$ cat config.mk
export PLATFORM = sky130hd
export DESIGN_NAME = html_tag_strip_entity_decode_unit
export DESIGN_NICKNAME = d
export VERILOG_FILES = /design/src/hw/rtl/htsed_pkg.sv /design/src/hw/rtl/html_tag_strip_entity_decode_unit.sv
export SDC_FILE = /design/constraint.sdc
export NUM_CORES = 1
export LEC_CHECK = 0
export BUFFER_PORTS_ARGS = -buffer_cell sky130_fd_sc_hd__buf_2
export CORE_ASPECT_RATIO = 1.2
export CORE_UTILIZATION = 30
export CTS_CLUSTER_DIAMETER = 40
export DETAILED_ROUTE_END_ITERATION = 16
export PLACE_DENSITY = 0.54
export SYNTH_ARGS = -nofsm -noshare
export SYNTH_HDL_FRONTEND = slang
export SYNTH_SLANG_ARGS = --single-unit
$ cat constraint.sdc
create_clock -name i_clk -period 8.5 [get_ports i_clk]
set_input_delay 0.425 -clock i_clk [delete_from_list [all_inputs] [get_ports i_clk]]
set_output_delay 0.425 -clock i_clk [all_outputs]
set_load 0.1 [all_outputs]
$ cat src/hw/rtl/htsed_pkg.sv
`timescale 1ns / 1ps
// Shared constants for the HTML tag strip / entity decode unit:
// special characters and the named-entity tables. No dependencies.
package htsed_pkg;

    localparam int MAX_ENTITY_DEF = 16;
    localparam int ENT_N          = 11;

    localparam logic [7:0] CH_LT   = 8'h3C;
    localparam logic [7:0] CH_GT   = 8'h3E;
    localparam logic [7:0] CH_AMP  = 8'h26;
    localparam logic [7:0] CH_SEMI = 8'h3B;
    localparam logic [7:0] CH_CR   = 8'h0D;
    localparam logic [7:0] CH_LF   = 8'h0A;
    localparam logic [7:0] CH_SP   = 8'h20;

    // Entity bodies without '&' and ';', zero padded to eight characters
    localparam logic [7:0] ENT_NAME [ENT_N][8] = '{
        '{8'h6E, 8'h62, 8'h73, 8'h70, 8'h00, 8'h00, 8'h00, 8'h00}, // nbsp
        '{8'h65, 8'h6E, 8'h73, 8'h70, 8'h00, 8'h00, 8'h00, 8'h00}, // ensp
        '{8'h65, 8'h6D, 8'h73, 8'h70, 8'h00, 8'h00, 8'h00, 8'h00}, // emsp
        '{8'h6C, 8'h74, 8'h00, 8'h00, 8'h00, 8'h00, 8'h00, 8'h00}, // lt
        '{8'h67, 8'h74, 8'h00, 8'h00, 8'h00, 8'h00, 8'h00, 8'h00}, // gt
        '{8'h61, 8'h6D, 8'h70, 8'h00, 8'h00, 8'h00, 8'h00, 8'h00}, // amp
        '{8'h71, 8'h75, 8'h6F, 8'h74, 8'h00, 8'h00, 8'h00, 8'h00}, // quot
        '{8'h63, 8'h6F, 8'h70, 8'h79, 8'h00, 8'h00, 8'h00, 8'h00}, // copy
        '{8'h72, 8'h65, 8'h67, 8'h00, 8'h00, 8'h00, 8'h00, 8'h00}, // reg
        '{8'h74, 8'h69, 8'h6D, 8'h65, 8'h73, 8'h00, 8'h00, 8'h00}, // times
        '{8'h64, 8'h69, 8'h76, 8'h69, 8'h64, 8'h65, 8'h00, 8'h00}  // divide
    };

    localparam logic [2:0] ENT_LEN [ENT_N] = '{
        3'd4, 3'd4, 3'd4, 3'd2, 3'd2, 3'd3, 3'd4, 3'd4, 3'd3, 3'd5, 3'd6
    };

    // UTF-8 encoding, first byte in [23:16]
    localparam logic [23:0] ENT_CODE [ENT_N] = '{
        24'hC2A000, 24'hE28082, 24'hE28083, 24'h3C0000, 24'h3E0000, 24'h260000,
        24'h220000, 24'hC2A900, 24'hC2AE00, 24'hC39700, 24'hC3B700
    };

    localparam logic [1:0] ENT_CLEN [ENT_N] = '{
        2'd2, 2'd3, 2'd3, 2'd1, 2'd1, 2'd1, 2'd1, 2'd2, 2'd2, 2'd2, 2'd2
    };

endpackage

$ cat src/hw/rtl/html_tag_strip_entity_decode_unit.sv
`timescale 1ns / 1ps
// HTML tag strip / entity decode unit: input word register, single-pass decode,
// result sequencer with the entity run buffer, and an output word register.
// Depends on htsed_pkg.
//
// Throughput: one input word per cycle while each word yields at most one result
// and the output is not stalled. A word yielding N results (N <= MAX_ENTITY+1)
// holds the sequencer while the entity run buffer drains; input stalls then.
// Reset (i_rst_n low, synchronous): outside a tag, trimming, no run, all stages empty.
// The run buffer contents are not cleared; only entries written by the open run are read.
module html_tag_strip_entity_decode_unit #(
    parameter int MAX_ENTITY = htsed_pkg::MAX_ENTITY_DEF
) (
    input  logic       i_clk,
    input  logic       i_rst_n,
    // input channel
    input  logic       i_valid,
    output logic       o_ready,
    input  logic [7:0] i_in_byte,
    input  logic       i_in_last,
    // output channel
    output logic       o_valid,
    input  logic       i_ready,
    output logic [7:0] o_out_byte,
    output logic       o_out_empty,
    output logic       o_out_last
);
    import htsed_pkg::*;

    localparam int CW = $clog2(MAX_ENTITY + 1);  // run length 0..MAX_ENTITY
    localparam int PW = $clog2(MAX_ENTITY);      // buffer index

    // Entity stage working record: run state plus the results planned for one word.
    // Results always go out as "flush of the buffered run" followed by up to three literals.
    typedef struct packed {
        logic             in_ent;
        logic [CW-1:0]    cnt;
        logic [ENT_N-1:0] cand;     // entities still matching the run so far
        logic             started;  // run opened by this word, nothing stored yet
        logic             wr;
        logic [PW-1:0]    wr_idx;
        logic [7:0]       wr_data;
        logic [CW-1:0]    flush;
        logic [3:0][7:0]  lits;
        logic [1:0]       nlit;
    } t_est;

    function automatic t_est lit_push(input t_est s_in, input logic [7:0] x);
        t_est s;
        s = s_in;
        s.lits[s.nlit] = x;
        s.nlit         = s.nlit + 2'd1;
        return s;
    endfunction

    function automatic t_est ent_stage(input t_est s_in, input logic [7:0] x);
        t_est          s;
        logic          hit;
        logic [23:0]   code;
        logic [1:0]    clen;
        logic [CW-1:0] pos;
        s    = s_in;
        hit  = 1'b0;
        code = '0;
        clen = '0;
        pos  = s.cnt - CW'(1);
        if (s.in_ent && x == CH_SEMI) begin
            // body length is cnt-1; a surviving candidate of that length is a hit
            for (int k = 0; k < ENT_N; k++) begin
                if (s.cand[k] && pos == CW'(ENT_LEN[k])) begin
                    hit  = 1'b1;
                    code = ENT_CODE[k];
                    clen = ENT_CLEN[k];
                end
            end
            if (hit) begin
                for (int i = 0; i < 3; i++) begin
                    if (2'(i) < clen) begin
                        s = lit_push(s, code[23-8*i -: 8]);
                    end
                end
            end else begin
                s.flush = s.cnt;
                s       = lit_push(s, CH_SEMI);
            end
            s.in_ent = 1'b0;
            s.cnt    = '0;
        end else if (s.in_ent && s.cnt < CW'(MAX_ENTITY)) begin
            for (int k = 0; k < ENT_N; k++) begin
                s.cand[k] = s.cand[k] && (pos < CW'(ENT_LEN[k])) &&
                            (ENT_NAME[k][pos[2:0]] == x);
            end
            s.wr      = 1'b1;
            s.wr_idx  = s.cnt[PW-1:0];
            s.wr_data = x;
            s.cnt     = s.cnt + CW'(1);
        end else begin
            // full run: drop it out literally, then take x as fresh text
            if (s.in_ent) begin
                s.flush  = s.cnt;
                s.in_ent = 1'b0;
                s.cnt    = '0;
            end
            if (x == CH_AMP) begin
                s.in_ent  = 1'b1;
                s.cnt     = CW'(1);
                s.cand    = '1;
                s.started = 1'b1;
            end else begin
                s = lit_push(s, x);
            end
        end
        return s;
    endfunction

    // ------------------------------------------------------------------
    // Input word register
    // ------------------------------------------------------------------
    logic       r_in_valid;
    logic [7:0] r_in_byte;
    logic       r_in_last;
    logic       take;       // decode the held word into the sequencer this cycle

    assign o_ready = !r_in_valid || take;

    always_ff @(posedge i_clk) begin
        if (!i_rst_n) begin
            r_in_valid <= 1'b0;
        end else if (o_ready) begin
            r_in_valid <= i_valid;
        end
    end

    always_ff @(posedge i_clk) begin
        if (i_valid && o_ready) begin
            r_in_byte <= i_in_byte;
            r_in_last <= i_in_last;
        end
    end

    // ------------------------------------------------------------------
    // Document state
    // ------------------------------------------------------------------
    logic             r_text, r_trim, r_crp, r_in_ent;
    logic [CW-1:0]    r_cnt;
    logic [ENT_N-1:0] r_cand;

    logic n_text, n_trim, n_crp, n_empty;
    t_est est;

    // Single pass over one word: tag filter, leading trim, entity stage, end of document
    always_comb begin
        est = '{in_ent: r_in_ent, cnt: r_cnt, cand: r_cand, default: '0};
        n_text  = r_text;
        n_trim  = r_trim;
        n_crp   = r_crp;
        n_empty = 1'b0;

        if (r_in_byte == CH_LT) begin
            n_text = 1'b0;
        end else if (r_in_byte == CH_GT) begin
            n_text = 1'b1;
        end else if (r_text) begin
            if (!r_trim) begin
                est = ent_stage(est, r_in_byte);
            end else if (r_crp) begin
                // CR-LF pair is trimmed; a lone CR ends trimming and goes out
                n_crp = 1'b0;
                if (r_in_byte != CH_LF) begin
                    n_trim = 1'b0;
                    est    = ent_stage(est, CH_CR);
                    est    = ent_stage(est, r_in_byte);
                end
            end else if (r_in_byte == CH_CR) begin
                n_crp = 1'b1;
            end else if (r_in_byte != CH_SP) begin
                n_trim = 1'b0;
                est    = ent_stage(est, r_in_byte);
            end
        end

        if (r_in_last) begin
            if (n_crp) begin
                est = ent_stage(est, CH_CR);
            end
            if (est.in_ent) begin
                if (est.wr) begin
                    // byte just appended: send the older part from the buffer,
                    // this byte as a literal, and skip the write
                    est.wr    = 1'b0;
                    est.flush = est.cnt - CW'(1);
                    est       = lit_push(est, est.wr_data);
                end else if (est.started) begin
                    est = lit_push(est, CH_AMP);
                end else begin
                    est.flush = est.cnt;
                end
            end
            if (est.flush == '0 && est.nlit == 2'd0) begin
                n_empty = 1'b1;
                est     = lit_push(est, 8'h00);
            end
        end
    end

    always_ff @(posedge i_clk) begin
        if (!i_rst_n) begin
            r_text   <= 1'b1;
            r_trim   <= 1'b1;
            r_crp    <= 1'b0;
            r_in_ent <= 1'b0;
            r_cnt    <= '0;
            r_cand   <= '0;
        end else if (take) begin
            if (r_in_last) begin
                r_text   <= 1'b1;
                r_trim   <= 1'b1;
                r_crp    <= 1'b0;
                r_in_ent <= 1'b0;
                r_cnt    <= '0;
            end else begin
                r_text   <= n_text;
                r_trim   <= n_trim;
                r_crp    <= n_crp;
                r_in_ent <= est.in_ent;
                r_cnt    <= est.cnt;
            end
            r_cand <= est.cand;
        end
    end

    // ------------------------------------------------------------------
    // Entity run buffer. Entry 0 always holds '&', so it is never written
    // and reads of it are replaced by the constant.
    // ------------------------------------------------------------------
    logic [7:0]    mem [MAX_ENTITY];
    logic [7:0]    r_rd;
    logic [PW-1:0] r_fl_ptr, n_fl_ptr;

    always_ff @(posedge i_clk) begin
        if (take && est.wr) begin
            mem[est.wr_idx] <= est.wr_data;
        end
    end

    // read one entry ahead so r_rd always holds mem[r_fl_ptr]
    always_ff @(posedge i_clk) begin
        r_rd <= mem[n_fl_ptr];
    end

    // ------------------------------------------------------------------
    // Result sequencer: buffered run first, then the literal bytes
    // ------------------------------------------------------------------
    logic [CW-1:0]   r_fl_cnt;
    logic [3:0][7:0] r_lit;
    logic [1:0]      r_lit_cnt;
    logic            r_job_last, r_job_empty;

    logic       seq_has, seq_single, adv, out_load;
    logic [7:0] seq_byte;

    assign seq_has    = (r_fl_cnt != '0) || (r_lit_cnt != 2'd0);
    assign seq_single = (r_fl_cnt == '0 && r_lit_cnt <= 2'd1) ||
                        (r_fl_cnt == CW'(1) && r_lit_cnt == 2'd0);
    assign out_load   = !o_valid || i_ready;
    assign adv        = seq_has && out_load;
    assign take       = r_in_valid && (!seq_has || (seq_single && adv));
    assign seq_byte   = (r_fl_cnt != '0) ? ((r_fl_ptr == '0) ? CH_AMP : r_rd) : r_lit[0];

    always_comb begin
        if (take) begin
            n_fl_ptr = '0;
        end else if (adv && r_fl_cnt != '0) begin
            n_fl_ptr = r_fl_ptr + PW'(1);
        end else begin
            n_fl_ptr = r_fl_ptr;
        end
    end

    always_ff @(posedge i_clk) begin
        if (!i_rst_n) begin
            r_fl_cnt    <= '0;
            r_lit_cnt   <= 2'd0;
            r_fl_ptr    <= '0;
            r_job_last  <= 1'b0;
            r_job_empty <= 1'b0;
        end else begin
            r_fl_ptr <= n_fl_ptr;
            if (take) begin
                r_fl_cnt    <= est.flush;
                r_lit_cnt   <= est.nlit;
                r_job_last  <= r_in_last;
                r_job_empty <= n_empty;
            end else if (adv) begin
                if (r_fl_cnt != '0) begin
                    r_fl_cnt <= r_fl_cnt - CW'(1);
                end else begin
                    r_lit_cnt <= r_lit_cnt - 2'd1;
                end
            end
        end
    end

    always_ff @(posedge i_clk) begin
        if (take) begin
            r_lit <= est.lits;
        end else if (adv && r_fl_cnt == '0) begin
            r_lit <= {8'h00, r_lit[3:1]};
        end
    end

    // ------------------------------------------------------------------
    // Output word register
    // ------------------------------------------------------------------
    logic       r_o_valid;
    logic [7:0] r_o_byte;
    logic       r_o_empty, r_o_last;

    always_ff @(posedge i_clk) begin
        if (!i_rst_n) begin
            r_o_valid <= 1'b0;
        end else if (out_load) begin
            r_o_valid <= seq_has;
        end
    end

    always_ff @(posedge i_clk) begin
        if (adv) begin
            r_o_byte  <= seq_byte;
            r_o_empty <= r_job_empty;
            r_o_last  <= r_job_last && seq_single;
        end
    end

    assign o_valid     = r_o_valid;
    assign o_out_byte  = r_o_byte;
    assign o_out_empty = r_o_empty;
    assign o_out_last  = r_o_last;

    // ------------------------------------------------------------------
    // Checks
    // ------------------------------------------------------------------
    a_run_len: assert property (@(posedge i_clk) disable iff (!i_rst_n)
        r_in_ent |-> (r_cnt != '0) && (r_cnt <= CW'(MAX_ENTITY)))
        else $error("open run has bad length");

    a_no_run_len: assert property (@(posedge i_clk) disable iff (!i_rst_n)
        !r_in_ent |-> (r_cnt == '0))
        else $error("length left over without an open run");

    a_doc_reset: assert property (@(posedge i_clk) disable iff (!i_rst_n)
        take && r_in_last |=> r_text && r_trim && !r_crp && !r_in_ent)
        else $error("state not back to start after end of document");

    a_flush_bound: assert property (@(posedge i_clk) disable iff (!i_rst_n)
        r_fl_cnt <= CW'(MAX_ENTITY))
        else $error("flush longer than the run buffer");

    a_no_write_in_flush: assert property (@(posedge i_clk) disable iff (!i_rst_n)
        (r_fl_cnt > CW'(1)) |-> !(take && est.wr))
        else $error("run buffer written while it drains");

endmodule

==> results_dict.tcl, run 1 <==
set metrics [dict create \
    status "finished, final reports clean" \
    clk_latency_ns 0.55 \
    hold_viol 0 \
    hold_class "input port to flop" \
    power_mw 4.403 \
    grt_usage_pct 20.63 \
    slew_violations 0 \
    synth_top_area_cell "edfxtp_1" \
    floorplan.initialDensity_pct 30.39 \
    period_minus_slack_ns 7.851 \
    cp_data_required_time_ns 8.73 \
    grt_use_met3_pct 3.295 \
    grt_pass1_wl_um 76610 \
    via_per_inst 5.811 \
    ys_seq_area_share_pct 43.64 \
    synthXorXnorAreaFrac_pct 1.961 \
    comb_power_share_pct 35.1 \
    post-place-ws_ns 0.3999 \
    synth_edf_count 179 \
    wl_per_cell_um 23.07 \
    powerDensity_nw_per_um2 271.4 \
    core_area_sq_um 47030 \
    syn-cell-area_sq_um 14290 \
    worstSetupStartpointType "flop" \
    synthMostInstantiatedCell "nand2_1" \
    timing.clock.skew_ns 0.01577 \
    antenna_found_initial 0 \
    grt_pass1_vias 12175 \
    routed_wl_um 50690 \
    ant_nets 0 \
    netlist_instances 1565 \
    gp_congestion 0.9788 \
    yosysUniqueCellTypes 104 \
    critPathArrivalTime_ns 8.08 \
    stdcell_area_sq_um 16220 \
    vias 12766 \
    finalCritPeriodShare_pct 92.36 \
    async_flop_share_pct 0 \
    holdWs_ns 0.04992 \
    muxShareOfSynthArea_pct 1.839 \
    synthTopCellsByArea "edfxtp_1 (38%), dfxtp_1 (6.0%), nand2_1 (5.0%)" \
    clockBufferDepth 3 \
    die_h_um 241.1 \
    grt-ovfl-total 0 \
    cts_sinks 222 \
    grt_busiest_layer "met2" \
    synthTopCellsByCount "nand2_1 (190), edfxtp_1 (179), nor2_1 (145)" \
    num_antenna_cells 0 \
    grt_util_met2_pct 34.60 \
    fmax_ghz 0.1274 \
    p_sw_mw 1.737 \
    rows 87 \
    syn2layout_area_growth_pct 13.53 \
    drive_gt1_share_pct 11.25 \
    drt_iter0_markers 1197 \
    ir_worst_vdd_mv 0.1752 \
    instances_no_fill 2197 \
    worst_slew_pin_slew_ns 1.218 \
    p_seq_share_pct 32.9 \
    ios 25 \
    synth.top_cell.area_share_pct 37.62 \
    finalWorstSetupSlack_ns 0.6491 \
    maxSlewHeadroom_pct 18.47 \
    cts_tree "yes" \
    synth_top_family_by_area "compound AO/OA/AOI/OAI gates" \
    clockPowerShare_pct 32.0 \
    path_max_fanout 10 \
    place_hpwl_um 35550 \
    cts_resized 0 \
    setup_violations 0 \
    synth_fp_nets 1624 \
    p_leak_nw 5.446 \
    die_x_um 201.2 \
    swShare_pct 39.45 \
    ys_warn_count 0 \
    nets 1607 \
    grt_setup_unrepaired "no" \
    synth_compound_area_share_pct 23.92 \
    dieArea_sq_um 48510 \
    endpoint_kind "flop" \
    cts-buffers-inserted 34 \
    internal_power_mw 2.666 \
    slowest_delay_ns 0.52 \
    postPlaceCellArea_sq_um 15030 \
    synth-simple-area-share_pct 20.25 \
    tns_ns 0 \
    cts_max_level 2 \
    post-route-util_pct 34.50 \
    cts-hold-fix-buffers 0 \
    port_buffers 24 \
    critPathKind "flop to flop" \
    yosys.area_share.adder_pct 4.028 \
    slowest_stage "or3_1" \
    grtUsageMet1_pct 25.86 \
    synth_seq_cells 222 \
    drv_cap 0 \
    drc_errors 0 \
    dp_cells 2135 \
    post-cts-setup-buffers 0 \
    grt_max_degree 65 \
    synth_area_per_cell_sq_um 9.130 \
    drtPass1Iterations 5 \
    ys.flop_type "edfxtp_1" \
    cts_root_buffer "clkbuf_16" \
    path_clk_slew_ns 0.06 \
]
## final timing paths
| check | start | end | slack [ns] | cells past startpoint |
|---|---|---|---|---|
| worst max-delay path | r_cnt[1] | r_lit[24] | 0.65 | 30 |
| worst min register to register | r_job_last | r_job_last | 0.45 | 2 |
| worst min-delay path | i_in_last | r_in_last | 0.05 | 1 |
| worst max register to register | r_cnt[1] | r_lit[24] | 0.65 | 30 |
## per-layer routing
layer  wire, um  share of wire [%]
met5          0                  0
met4       2322                4.6
met2      23910                 47
met1      21020                 41
met3       3431                6.8
## placed cells by master (no fill, tap or decap), drive strengths merged, types with 10 or more instances in the layout
cell	count
mux2i	15
o21ai	101
o22ai	11
nor2	146
nand2b	15
nand3	37
buf	62
and3	11
a31oi	35
a32oi	14
clkinv	12
a211oi	48
o31ai	16
edfxtp	179
inv	49
ha	46
and2	48
nor3	44
a311oi	21
nor2b	10
nand4	17
nor4	14
xnor2	24
nand2	191
dfxtp	43
a22oi	18
clkbuf	41
a21oi	121
## cell type report
cell class                 instances  area [sq um]
clock buffer                      41         928.4
multi-input combinational       1185          7466
clock inverter                    21         245.2
sequential                       222          6236
tap                              623         779.5
timing repair buffer              62         405.4
fill                            4816         30800
inverter                          43         161.4
## cells by family (layout without fill, tap and decap cells)
logic type                 count (synthesis)  count (layout)
xor gates and xnor gates                  32              32
DFF                                      222             222
muxes                                     23              23
AOI/OAI and AO/OA                        499             499
adders and majority gates                 46              46
and+or+nand+nor                          585             585
buffers and inverters                    158             167
## registers in the layout (all words and copies together) (netlist names), 4 cells and up
name / flops
r_lit: 32
o_out_byte: 8
r_fl_ptr: 4
r_fl_cnt: 5
r_rd: 8
mem: 128
r_in_byte: 8
r_cnt: 5
r_cand: 11
## critical path, delay by kind of cell, from the launching register on
kind	cells	cell delay (ns)
adder cells (fa/ha/maj)	7	1.92
AO/OA/AOI/OAI	6	1.77
AND/OR/NAND/NOR	6	1.50
buffers and inverters	8	1.13
multiplexers	2	0.61
flip-flops	1	0.42
XOR/XNOR	1	0.18
## power by group through the flow
stage	combinational [mW]	sequential, mW	clock [mW]
global route	1.68	1.46	1.48
detailed placement	1.56	1.47	0
global placement	1.55	1.47	0
finish	1.54	1.45	1.41
CTS	1.56	1.45	1.44
floorplan	0.963	1.62	0
Note: power is estimated with default switching activity, not from simulation.
==> run 2: changes to the inputs <==
==> constraint.sdc (replaced) <==
create_clock -name i_clk -period 8.5 [get_ports i_clk]
set_input_delay 0.85 -clock i_clk [delete_from_list [all_inputs] [get_ports i_clk]]
set_output_delay 0.85 -clock i_clk [all_outputs]
set_load 0.1 [all_outputs]
==> run 2 against run 1 <==
  * First-iteration DRC count shrank 7.4%
  * Combinational power barely moved
  * Final cell count decreased by 0.18%
  * Sequential share of layout area up 0.28 points
  * Critical path depth stayed put
  * Global-route usage grew 0.066 points
  * Clock skew increased by 0.013 ns
  * Critical path type unchanged
==> results_dict.tcl, run 2 (synthesis results as in run 1) <==
set metrics [dict create \
    status "finished, final reports clean" \
    largest-register "mem" \
    slew_violations 0 \
    cts_resized 0 \
    hold_class "flop to flop" \
    vias 12726 \
    fillCellCount 4847 \
    slowest_delay_ns 0.53 \
    power_mw 4.332 \
    reg.largest.list "mem (128), r_lit (32), r_cand (11)" \
    p_leak_nw 5.360 \
    grt_pass1_vias 12256 \
    path_clk_slew_ns 0.06 \
    grt_setup_unrepaired "no" \
    routed_wl_um 50860 \
    nets 1603 \
    via_per_inst 5.803 \
    port_buffers 24 \
    cts_tree "yes" \
    worst_slew_pin_slew_ns 1.307 \
    cts-buffers-inserted 34 \
    instances_no_fill 2193 \
    holdWs_ns 0.4324 \
    fmax_ghz 0.1265 \
    place_hpwl_um 35340 \
    drc_errors 0 \
    drtPass1Iterations 5 \
    syn2layout_area_growth_pct 12.71 \
    post-cts-setup-buffers 0 \
    clockBufferDepth 3 \
    final_common_cell "nand2_1" \
    setup_violations 0 \
    drt_iter0_markers 1108 \
    grt_usage_pct 20.70 \
    cts_max_level 2 \
    gp_congestion 0.9977 \
    ios 25 \
    drv_cap 0 \
    ir_worst_vdd_mv 0.2229 \
    cts-hold-fix-buffers 0 \
    dp_cells 2131 \
    largest_reg_flops 128 \
    endpoint_kind "flop" \
    grt-ovfl-total 0 \
    hold_viol 0 \
    worstSetupStartpointType "flop" \
    grt_pass1_wl_um 76600 \
    critPathKind "flop to flop" \
    num_antenna_cells 0 \
    slowest_stage "or3_1" \
    die_h_um 241.1 \
    ant_nets 0 \
    finalCritPeriodShare_pct 92.98 \
    drive_gt1_share_pct 10.45 \
    tns_ns 0 \
    rows 87 \
    wl_per_cell_um 23.19 \
    floorplan.initialDensity_pct 30.39 \
    cts_root_buffer "clkbuf_16" \
    maxSlewHeadroom_pct 12.57 \
    core_area_sq_um 47030 \
    clk_latency_ns 0.55 \
    multi_input_area_sq_um 7466 \
    powerDensity_nw_per_um2 269.0 \
    die_x_um 201.2 \
    timing.clock.skew_ns 0.02844 \
    r2r_setup_slack_ns 0.60 \
    dieArea_sq_um 48510 \
    layout_common_cells "nand2_1 (190), edfxtp_1 (179), nor2_1 (143), a21oi_1 (119), o21ai_0 (96)" \
    path_max_fanout 10 \
    cp_data_required_time_ns 8.74 \
    critPathArrivalTime_ns 8.14 \
    period_minus_slack_ns 7.903 \
    cts_sinks 222 \
    seq_area_sq_um 6236 \
    antenna_found_initial 0 \
    grt_max_degree 65 \
]
==> run 2: worst max-delay path: cells and delay by family, from the launching register on <==
kind	cells	cell delay, ns
compound gates	6	1.80
xor+xnor	1	0.18
fa+ha+maj	7	1.98
buf+inv	8	1.10
flops	1	0.43
mux	2	0.60
simple gates	6	1.50
==> run 2: routing by layer <==
layer / wire length [um] / up-vias / GRT usage, %
li1: - / 5869 / -
met1: 21010 / 6105 / 25.82
met2: 23950 / 605 / 34.78
met3: 3531 / 147 / 3.497
met4: 2370 / 0 / 10.01
met5: 0 / - / 0
==> run 2: area by class of cell <==
type                            instances  share of cell area [%]
Multi-Input combinational cell       1185                   46.36
Sequential cell                       222                   38.72
Clock buffer                           45                   5.671
Tap cell                              623                   4.840
Timing Repair Buffer                   58                   2.331
Clock inverter                         17                   1.080
Inverter                               43                   1.002
==> run 2: worst paths after layout <==
path	end	from	cells past startpoint
min reg2reg	o_out_empty	r_job_empty	0
max	r_lit[24]	r_cnt[1]	30
max reg2reg	r_lit[24]	r_cnt[1]	30
min	o_out_empty	r_job_empty	0
==> run 2: report_power, final <==
| group | switching (mW) | internal [mW] |
|---|---|---|
| Clock | 0.546 | 0.780 |
| Combinational | 1.11 | 0.450 |
| Sequential | 0.0693 | 1.37 |
==> run 2: metrics by stage <==
| step | util [%] | area [sq um] | setup WS, ns |
|---|---|---|---|
| 6_report | 34.25 | 16110 | 0.5969 |
| 5_1_grt | 34.25 | 16110 | 0.02627 |
| 4_1_cts | 34.21 | 16090 | 0.3920 |
| 3_5_place_dp | 31.89 | 15000 | 0.4102 |
| 3_3_place_gp | 31.89 | 15000 | 0.7346 |
| 2_1_floorplan | - | 14290 | 1.340 |
